<file path="src/rtl/bea_pkg.sv">
package bea_pkg;

    // field widths
    localparam int unsigned MV_W    = 12;
    localparam int unsigned COUNT_W = 8;
    localparam int unsigned HOLD_W  = 16;
    localparam int unsigned SUM_W   = 16;
    localparam int unsigned INDEX_W = 4;
    localparam int unsigned CFG_DATA_W = 16;

    // register reset values
    localparam logic [MV_W-1:0]    HIGH_THR_RESET   = 12'd170;
    localparam logic [MV_W-1:0]    LOW_THR_RESET    = 12'd150;
    localparam logic [COUNT_W-1:0] EVENTS_RESET     = 8'd5;
    localparam logic [HOLD_W-1:0]  HOLD_MS_RESET    = 16'd3000;

    // input word opcodes
    typedef enum logic {
        OP_SAMPLE = 1'b0,
        OP_TICK   = 1'b1
    } op_t;

    // configuration register indexes
    typedef enum logic [1:0] {
        CFG_HIGH_THR = 2'd0,
        CFG_LOW_THR  = 2'd1,
        CFG_EVENTS   = 2'd2,
        CFG_HOLD_MS  = 2'd3
    } cfg_index_t;

    typedef struct packed {
        op_t             op;
        logic [MV_W-1:0] sample_mv;
    } in_word_t;

    typedef struct packed {
        logic               average_valid;
        logic [MV_W-1:0]    average_mv;
        logic               event_pulse;
        logic [COUNT_W-1:0] event_count;
        logic               alarm_on;
    } out_word_t;

    typedef struct packed {
        logic [MV_W-1:0]    high_threshold_mv;
        logic [MV_W-1:0]    low_threshold_mv;
        logic [COUNT_W-1:0] events_needed;
        logic [HOLD_W-1:0]  hold_ms;
    } cfg_t;

    typedef struct packed {
        logic [SUM_W-1:0]   sample_sum;
        logic [INDEX_W-1:0] sample_index;
        logic [MV_W-1:0]    last_average;
        logic               armed_flag;
        logic [COUNT_W-1:0] events_seen;
        logic               alarm_active;
        logic [HOLD_W-1:0]  hold_elapsed;
    } state_t;

endpackage

</file>
<file path="src/rtl/bea_update.sv">
module bea_update #(
    parameter int unsigned AVG_COUNT = 10
) (
    input  bea_pkg::state_t   st,
    input  bea_pkg::cfg_t     cfg,
    input  bea_pkg::in_word_t word,
    output bea_pkg::state_t   st_next,
    output bea_pkg::out_word_t res
);

    // exact reciprocal for any 16-bit sum: shift = 16 + ceil(log2 N)
    localparam int unsigned SHIFT   = bea_pkg::SUM_W + $clog2(AVG_COUNT);
    localparam int unsigned RECIP_W = bea_pkg::SUM_W + 1;
    localparam int unsigned PROD_W  = bea_pkg::SUM_W + RECIP_W;
    localparam logic [RECIP_W-1:0] RECIP =
        RECIP_W'(((64'd1 << SHIFT) + AVG_COUNT - 1) / AVG_COUNT);
    localparam logic [bea_pkg::INDEX_W:0] AVG_LAST = (bea_pkg::INDEX_W + 1)'(AVG_COUNT);

    logic [bea_pkg::SUM_W-1:0]   sum_add;
    logic [bea_pkg::INDEX_W:0]   index_inc;
    logic                        avg_done;
    logic [PROD_W-1:0]           product;
    logic [bea_pkg::MV_W-1:0]    avg_q;
    logic                        armed_up;
    logic                        count_hit;
    logic [bea_pkg::COUNT_W-1:0] events_upd;
    logic [bea_pkg::HOLD_W-1:0]  hold_inc;
    logic                        avg_pulse;
    logic                        evt_pulse;

    // accumulate and divide by the block length
    always_comb begin
        sum_add   = bea_pkg::SUM_W'({1'b0, st.sample_sum} + (bea_pkg::SUM_W + 1)'(word.sample_mv));
        index_inc = {1'b0, st.sample_index} + (bea_pkg::INDEX_W + 1)'(1);
        avg_done  = (index_inc >= AVG_LAST);
        product   = PROD_W'(sum_add) * PROD_W'(RECIP);
        avg_q     = product[SHIFT +: bea_pkg::MV_W];
    end

    // hysteresis detector: arm first, then test the fall
    always_comb begin
        armed_up   = st.armed_flag || (avg_q > cfg.high_threshold_mv);
        count_hit  = armed_up && (avg_q < cfg.low_threshold_mv);
        events_upd = st.events_seen;
        if (count_hit && (st.events_seen != '1)) begin
            events_upd = st.events_seen + bea_pkg::COUNT_W'(1);
        end
        hold_inc = st.hold_elapsed;
        if (st.hold_elapsed != '1) begin
            hold_inc = st.hold_elapsed + bea_pkg::HOLD_W'(1);
        end
    end

    // next state
    always_comb begin
        st_next   = st;
        avg_pulse = 1'b0;
        evt_pulse = 1'b0;
        if (word.op == bea_pkg::OP_SAMPLE) begin
            if (avg_done) begin
                st_next.last_average = avg_q;
                st_next.sample_sum   = '0;
                st_next.sample_index = '0;
                avg_pulse            = 1'b1;
                if (!st.alarm_active) begin
                    evt_pulse           = count_hit;
                    st_next.armed_flag  = armed_up && !count_hit;
                    st_next.events_seen = events_upd;
                    if (events_upd >= cfg.events_needed) begin
                        st_next.alarm_active = 1'b1;
                        st_next.hold_elapsed = '0;
                        // zero hold time clears in the same step
                        if (cfg.hold_ms == '0) begin
                            st_next.alarm_active = 1'b0;
                            st_next.events_seen  = '0;
                            st_next.armed_flag   = 1'b0;
                        end
                    end
                end
            end else begin
                st_next.sample_sum   = sum_add;
                st_next.sample_index = index_inc[bea_pkg::INDEX_W-1:0];
            end
        end else if (st.alarm_active) begin
            st_next.hold_elapsed = hold_inc;
            if (hold_inc >= cfg.hold_ms) begin
                st_next.alarm_active = 1'b0;
                st_next.events_seen  = '0;
                st_next.armed_flag   = 1'b0;
                st_next.hold_elapsed = '0;
            end
        end
    end

    // result word
    always_comb begin
        res.average_valid = avg_pulse;
        res.average_mv    = st_next.last_average;
        res.event_pulse   = evt_pulse;
        res.event_count   = st_next.events_seen;
        res.alarm_on      = st_next.alarm_active;
    end

endmodule

</file>
<file path="src/rtl/breath_event_alarm_unit.sv">
// Each accepted input word is held in the input register, then moves into the result register.
// Throughput: one word per cycle while the result side is not stalled; input and result registers decouple
// the two channels, so a stalled result only stops intake once both are full.
// Reset (aresetn low, synchronous): configuration returns to its defaults,
// averaging, detector, event count and alarm timer clear, no word is held.
module breath_event_alarm_unit #(
    parameter int unsigned AVG_COUNT = 10
) (
    input  logic                             aclk,
    input  logic                             aresetn,
    input  logic                             s_valid,
    output logic                             s_ready,
    input  bea_pkg::in_word_t                s_data,
    output logic                             m_valid,
    input  logic                             m_ready,
    output bea_pkg::out_word_t               m_data,
    input  logic                             cfg_valid,
    output logic                             cfg_ready,
    input  bea_pkg::cfg_index_t              cfg_index,
    input  logic [bea_pkg::CFG_DATA_W-1:0]   cfg_data
);

    bea_pkg::cfg_t      cfg_reg;
    bea_pkg::state_t    state_reg;
    bea_pkg::state_t    state_next;
    bea_pkg::in_word_t  in_word_reg;
    logic               in_valid_reg;
    bea_pkg::out_word_t out_word_reg;
    bea_pkg::out_word_t out_word_next;
    logic               out_valid_reg;
    logic               advance;

    // move a word on when the result register is free or draining
    assign advance   = in_valid_reg && (!out_valid_reg || m_ready);
    assign s_ready   = !in_valid_reg || advance;
    assign cfg_ready = 1'b1;
    assign m_valid   = out_valid_reg;
    assign m_data    = out_word_reg;

    // configuration registers
    always_ff @(posedge aclk) begin
        if (!aresetn) begin
            cfg_reg.high_threshold_mv <= bea_pkg::HIGH_THR_RESET;
            cfg_reg.low_threshold_mv  <= bea_pkg::LOW_THR_RESET;
            cfg_reg.events_needed     <= bea_pkg::EVENTS_RESET;
            cfg_reg.hold_ms           <= bea_pkg::HOLD_MS_RESET;
        end else if (cfg_valid) begin
            unique case (cfg_index)
                bea_pkg::CFG_HIGH_THR: begin
                    cfg_reg.high_threshold_mv <= cfg_data[bea_pkg::MV_W-1:0];
                end
                bea_pkg::CFG_LOW_THR: begin
                    cfg_reg.low_threshold_mv <= cfg_data[bea_pkg::MV_W-1:0];
                end
                bea_pkg::CFG_EVENTS: begin
                    cfg_reg.events_needed <= cfg_data[bea_pkg::COUNT_W-1:0];
                end
                bea_pkg::CFG_HOLD_MS: begin
                    cfg_reg.hold_ms <= cfg_data[bea_pkg::HOLD_W-1:0];
                end
                default: begin
                end
            endcase
        end
    end

    // hold the incoming word
    always_ff @(posedge aclk) begin
        if (!aresetn) begin
            in_valid_reg <= 1'b0;
        end else if (s_ready) begin
            in_valid_reg <= s_valid;
        end
    end

    always_ff @(posedge aclk) begin
        if (s_valid && s_ready) begin
            in_word_reg <= s_data;
        end
    end

    bea_update #(
        .AVG_COUNT (AVG_COUNT)
    ) u_update (
        .st      (state_reg),
        .cfg     (cfg_reg),
        .word    (in_word_reg),
        .st_next (state_next),
        .res     (out_word_next)
    );

    // advance the detector state
    always_ff @(posedge aclk) begin
        if (!aresetn) begin
            state_reg <= '0;
        end else if (advance) begin
            state_reg <= state_next;
        end
    end

    // result register
    always_ff @(posedge aclk) begin
        if (!aresetn) begin
            out_valid_reg <= 1'b0;
        end else if (advance) begin
            out_valid_reg <= 1'b1;
        end else if (m_ready) begin
            out_valid_reg <= 1'b0;
        end
    end

    always_ff @(posedge aclk) begin
        if (advance) begin
            out_word_reg <= out_word_next;
        end
    end

`ifndef SYNTH
    // timer only runs while the alarm holds
    a_hold_idle: assert property (@(posedge aclk) disable iff (!aresetn)
        !state_reg.alarm_active |-> (state_reg.hold_elapsed == '0))
        else $error("hold timer running with alarm off");

    a_index_range: assert property (@(posedge aclk) disable iff (!aresetn)
        ({1'b0, state_reg.sample_index} < (bea_pkg::INDEX_W + 1)'(AVG_COUNT)))
        else $error("sample index beyond block length");

    a_pulse_avg: assert property (@(posedge aclk) disable iff (!aresetn)
        (m_valid && m_data.event_pulse) |-> m_data.average_valid)
        else $error("event counted without a new average");

    a_advance_out: assert property (@(posedge aclk) disable iff (!aresetn)
        advance |=> m_valid)
        else $error("processed word did not reach the result register");

    a_stall_hold: assert property (@(posedge aclk) disable iff (!aresetn)
        (in_valid_reg && out_valid_reg && !m_ready) |=> $stable(state_reg))
        else $error("state moved while the result side stalled");
`endif

endmodule
</file>
<file path="config.mk">
export PLATFORM = sky130hd
export DESIGN_NAME = breath_event_alarm_unit
export DESIGN_NICKNAME = d
export VERILOG_FILES = /design/src/rtl/bea_pkg.sv /design/src/rtl/bea_update.sv /design/src/rtl/breath_event_alarm_unit.sv
export SDC_FILE = /design/constraint.sdc
export NUM_CORES = 1
export LEC_CHECK = 0
export ABC_AREA = 1
export BUFFER_PORTS_ARGS = -buffer_cell sky130_fd_sc_hd__buf_2
export CAP_MARGIN = 5
export CORE_MARGIN = 4
export CORE_UTILIZATION = 35
export DETAILED_ROUTE_END_ITERATION = 8
export HOLD_SLACK_MARGIN = 0.02
export PLACE_DENSITY = 0.53
export SYNTH_ARGS = -nofsm -noshare
export SYNTH_HDL_FRONTEND = slang
export SYNTH_SLANG_ARGS = --single-unit
</file>
<file path="constraint.sdc">
create_clock -name aclk -period 24.2 [get_ports aclk]
set_clock_uncertainty 0.05 [all_clocks]
set_input_delay 1.21 -clock aclk [delete_from_list [all_inputs] [get_ports aclk]]
set_output_delay 1.21 -clock aclk [all_outputs]
set_load 0.1 [all_outputs]
</file>
== Yosys cells after proc, flatten, opt, wreduce, memory -nomap -nowiden ==
Cells that the tools add are included.

* Register bits: 144
* Input bits: 36
* Output and inout bits: 26
* Logic and storage cells: 78

* Add/sub/neg operators: 4
* $mul: 1
* Order comparisons: 5
* Eq/ne operators: 9
* Mux-type cells: 14
* Bitwise gates (word level): 2
* Reduce and logical (&&, ||, !) cells: 23

{| class="wikitable"
|+ Operator list
! operator !! number
|-
| $mux 26 || 5
|-
| $mux 38 || 1
|-
| $mul 16x16->31 const B || 1
|-
| $mux 20 || 1
|-
| $add 16x1->16 const B || 1
|-
| $add 16x12->16 || 1
|-
| $ge 16x16->1 || 1
|-
| $logic_not 16->1 || 1
|-
| $mux 16 || 1
|-
| $ne 16x16->1 const B || 1
|-
| $gt 12x12->1 || 1
|-
| $lt 12x12->1 || 1
|-
| $mux 12 || 1
|-
| $mux 10 || 1
|-
| $reduce_and 2->1 || 5
|-
| $reduce_and 5->1 || 2
|-
| $add 8x1->8 const B || 1
|-
| $ge 8x8->1 || 1
|-
| $mux 8 || 1
|-
| $ne 8x8->1 const B || 1
|-
| $add 4x1->5 const B || 1
|-
| $ge 5x4->1 const B || 1
|-
| $logic_and 1x1->1 || 5
|-
| $eq 2x2->1 const B || 2
|-
| other kinds (11) || 20
|}

== Logic depth before layout (Yosys ltp) ==
* Word-level depth: 12
* Gate-level depth with buffers: 64
* Mapped depth without buffers: 64

== Modules after synthesis ==
From an unflattened synthesis, not the netlist that was laid out.

* Cells, all modules: 1920
* Area, all modules: 14223.6 um2

{| class="wikitable"
|+ Modules (own cells, without submodules)
! module !! instances !! cells an instance !! area each (um2) !! sequential area each (um2)
|-
| bea_update || 1 || 1209 || 8552.0 || 0.0
|-
| breath_event_alarm_unit || 1 || 711 || 5671.7 || 3243.1
|}

== Worst setup path before layout ==
No wires, ideal clock.

* Path type: register to register
* Start: register in_word_reg[0] (netlist bit)
* End: register state_reg[17] (netlist bit)
* Library setup time: 79 ps
* Arrival time: 9372 ps
* Data required time: 24071 ps
* Slack: 14698 ps
* Stages on the path, launching flop included: 60
* Buffers on the path: 1
* Clock period less this slack: 9502 ps
* Cells stage by stage: edfxtp_1 > ha_1 > fa_1 > nand3_1 > nand3_2 > a21oi_2 > o21ai_2 > nand3_2 > o211ai_2 > nand2_2 > nand2_2 > nand2_2 > nand2_4 > nand2_1 > nand2_1 > or2_2 > nand2_1 > nor2_1 > (+24 left out) > nor2_1 > nand2_1 > o2111ai_1 > nand2_1 > nand2_1 > clkbuf_1 > nand4_1 > and2_1 > ha_1 > a21oi_1 > o21a_1 > and3_1 > inv_1 > a21oi_1 > nand3_1 > nand2_1 > nand2_1 > a21oi_1

* Word-level cells in the longest chain between the ends: 12
* Elaborated cells on any way between the ends: 14
* Those cells by class: add/sub (1); mul (1); order compare (3); mux (6); reduce/logical (3)

{| class="wikitable"
|+ Ends and longest elaborated chain
! element !! line !! text
|-
| start, declared || breath_event_alarm_unit.sv:26 || <nowiki>bea_pkg::in_word_t in_word_reg;</nowiki>
|-
| start signal, assigned || breath_event_alarm_unit.sv:78 || <nowiki>in_word_reg <= s_data;</nowiki>
|-
| $add 16x12->16 (*) || bea_update.sv:33 || <nowiki>sum_add = bea_pkg::SUM_W'({1'b0, st.sample_sum} + (bea_pkg::SUM_W + 1)'(word.sample_mv));</nowiki>
|-
| $mul 16x16->31 (*) || bea_update.sv:36 || <nowiki>product = PROD_W'(sum_add) * PROD_W'(RECIP);</nowiki>
|-
| $gt 12x12->1 || bea_update.sv:42 || <nowiki>armed_up = st.armed_flag || (avg_q > cfg.high_threshold_mv);</nowiki>
|-
| $logic_or 1x1->1 || bea_update.sv:42 ||
|-
| $logic_and 1x1->1 (*) || bea_update.sv:43 || <nowiki>count_hit = armed_up && (avg_q < cfg.low_threshold_mv);</nowiki>
|-
| $logic_and 1x1->1 (*) || bea_update.sv:45 || <nowiki>if (count_hit && (st.events_seen != '1)) begin</nowiki>
|-
| $mux 8 (*) || bea_update.sv:45 ||
|-
| $ge 8x8->1 / $mux 10 (equally long branches) || bea_update.sv:69, bea_update.sv:73 ||
|-
| $mux 26 (*) || bea_update.sv:69 || <nowiki>if (events_upd >= cfg.events_needed) begin</nowiki>
|-
| $mux 26 (*) || bea_update.sv:65 || <nowiki>if (!st.alarm_active) begin</nowiki>
|-
| $mux 38 (*) || bea_update.sv:60 || <nowiki>if (avg_done) begin</nowiki>
|-
| $mux 26 (*) || bea_update.sv:59 || <nowiki>if (word.op == bea_pkg::OP_SAMPLE) begin</nowiki>
|-
| end signal, assigned || breath_event_alarm_unit.sv:97 || <nowiki>state_reg <= state_next;</nowiki>
|-
| end, declared || breath_event_alarm_unit.sv:24 || <nowiki>bea_pkg::state_t state_reg;</nowiki>
|}

Mark *: on every way between the ends. The rest lies on a longest branch, timed or not. The select of a mux whose other input is x is not followed.
A chain may end at the register's enable or synchronous reset.

== Worst setup path after layout ==
* Start: register in_word_reg[6] (netlist bit)
* End: register state_reg[24] (netlist bit)

The elaborated chain is that of the path after synthesis.

==> metrics.txt <==
CTS tree=yes; Synth Area in Compound Gates=14.0%; crit end category=flop; Via density=4.80; Clk Latency, worst-skew pair=about 0.44 ns; Syn. warnings=0; Unique masters post-synth=56; Final Wtd Congestion=0.930; Resize count post-CTS=0; Clock Root Buffer=clkbuf_16; 1st-iter DRT viols=513; clock sink count=between 100 and 150; Hold Path Depth=2; DP Cell Count=roughly 2,000; Final period util=45.6%; Hold EP=state_reg[25]; actual slew at the worst max-slew pin=around 0.90 ns; gr busiest metal=met1; ys async rst share=0%; multiplexer share of the synthesized area=0%; CTS Buf Count=17; sequential share of the synthesized area=25.9%; commonest non-fill, non-tap cell in the layout=inv_1; Initial Utilization=35.8%; non-filler cells, final=between 2,000 and 2,500; setup ws final=~13 ns; most frequent cells in the layout=326 x inv_1, 217 x nand2_1, 191 x ha_1; CP Class=flop to flop; H-tree Lvls=4; Min-Delay Path Class=flop to flop; Post-route DRC=0; Slew HR=39.6%; slowest stage delay, CP=0.68 ns; reg2reg start=in_word_reg[6]; number of enable flip-flop cells after synthesis=36; outcome=finished clean; Post-Place Setup Slack=13.19 ns; CTS clk-pin slew, worst paths=0.06 ns; n_diodes=0; simple-gate area share of the yosys netlist=between 10% and 20%; area share of xor/xnor cells in the synthesized design=3.57%; post-synthesis cell area=12,500 µm²; largest net degree at the start of global routing=79; DP HPWL=24,500 µm; Post-CTS Hold Buffers=0; first-pass GRT wire length=around 51,000 µm; unrepaired setup endpoints after global routing=false; syn nets=1,845; Period minus WS final=11.05 ns; main area contributors after synthesis=ha_1 19%, dfxtp_1 17%, fa_1 12%; IO buf count=60; utilization after layout=39.8%; GR Layer Usage met1=24.5%; final hold vios=0; die height=197 µm; fillers=around 3,600; Setup Viol. Count Final=0; Synth Register Bits=144; overall routing resource usage=16.3%; Final nets=around 1,900; DIE AREA=between 30,000 and 40,000 µm²; Area Overhead vs Synth=11.1%; Post-Syn Instances=around 1,500; Antenna Nets Post-Route=0; area of the core=34,900 µm²; total global routing overflow=0; layout cells sized above 1=under 10%; vias in the first global route=between 9,000 and 10,000; CTS Buffer Depth=2; largest family of logic cells by synthesized area=adder cells; Crit-path slowest cell=xor2_1; final WL=30,400 µm; Setup TNS=0 ns; register-to-register setup slack=13.15 ns; total number of vias=9,917; CP max FO=11; CP Data Required Time=24.51 ns; max reg flops=58; Row Count=68; Max Slew Vio Count=0; Synth area leader=ha_1; Max-Cap Viols=0; crit path from=in_word_reg[6]; r2r endpoint=state_reg[24]; CP startpoint kind=flop; fmax=90.5 MHz; GR Util met3=2.50%; first-pass iteration count of the detailed router=5; Post-CTS Setup Inserts=0; wire length per cell=14.7 µm; CP Data Arrival Time=11.36 ns; GR met2 Demand/Resource=between 20 and 25%; post-synthesis adder-cell area fraction=31.1%; HP Start=state_reg[25]; commonest register cell after synthesis=dfxtp_1; r2r worst-path depth=59; share of the synthesized area in the top cell type=19.1%; Crit path top cell by count=nand2_1; initial antenna violation count=0; mean post-synth cell area=8.10 µm²; die width=between 150 and 200 µm; IO Pins=slightly above 60
-- logic make-up after synthesis --
kind of cell,Yosys count
AND/OR/NAND/NOR,401
buffers and inverters,366
AO/OA/AOI/OAI,317
flip-flops,144
adder cells (fa/ha/maj),266
other,1
XOR/XNOR,48
-- synth_stat cells, types with 2 or more instances --
cell type	n
inv_1	327
nand2_1	217
ha_1	191
a21oi_1	154
dfxtp_1	108
o21ai_0	103
fa_1	75
nor2_1	58
nand3_1	38
xor2_1	38
edfxtp_1	36
clkbuf_1	28
nand4_1	26
nor3_1	19
o211ai_1	13
or2_2	13
xnor2_1	8
and2_1	7
a21o_1	6
a22oi_1	6
nand2_2	6
o21ai_1	6
o21a_1	5
o21bai_1	5
a31oi_1	4
buf_2	4
nor4_1	4
inv_2	3
nand3_2	3
o21ai_2	3
and3_1	2
clkinv_1	2
nor2_2	2
-- final cells by class --
cell class,count,area [µm²],share of cell area (%)
clock buffers,19,433,3.12
clock inverters,13,153,1.10
inverters,332,1250,8.97
multi-input cells,1033,7880,56.8
flip-flops and latches,144,3240,23.4
well taps,455,569,4.10
repair buffers,68,360,2.59
-- worst max-delay path: cells and delay by family, from the launching register on --
family / cells / cell delay [ns]
AO/OA/AOI/OAI: 14 / 2.41
XOR/XNOR: 2 / 1.00
adder cells (fa/ha/maj): 10 / 3.99
buffers and inverters: 8 / 0.52
flip-flops: 1 / 0.37
AND/OR/NAND/NOR: 25 / 2.60
-- how the worst max path moves through the flow --
stage,end,cells after the start
2_1_floorplan,state_reg[17],59
3_3_place_gp,state_reg[24],58
3_5_place_dp,state_reg[19],58
4_1_cts,state_reg[23],58
5_1_grt,state_reg[21],59
6_report,state_reg[24],59
-- through the flow --
stage	area, µm²	hold slack [ns]
floorplan	12500	0.380
detailed placement	13300	0.403
global placement	13300	0.397
CTS	13900	0.413
finish	13900	0.409
global route	13900	0.436
-- metal layers --
layer / up-vias / wire (µm) / share of wire, %
li1: 5130 / - / -
met1: 4592 / 15800 / 52
met2: 168 / 13000 / 43
met3: 27 / 1150 / 3.8
met4: 0 / 477 / 1.6
met5: - / 0 / 0
Power is not shown: default switching activity piles up to over one toggle a cycle in this logic, so the estimate is an artifact.
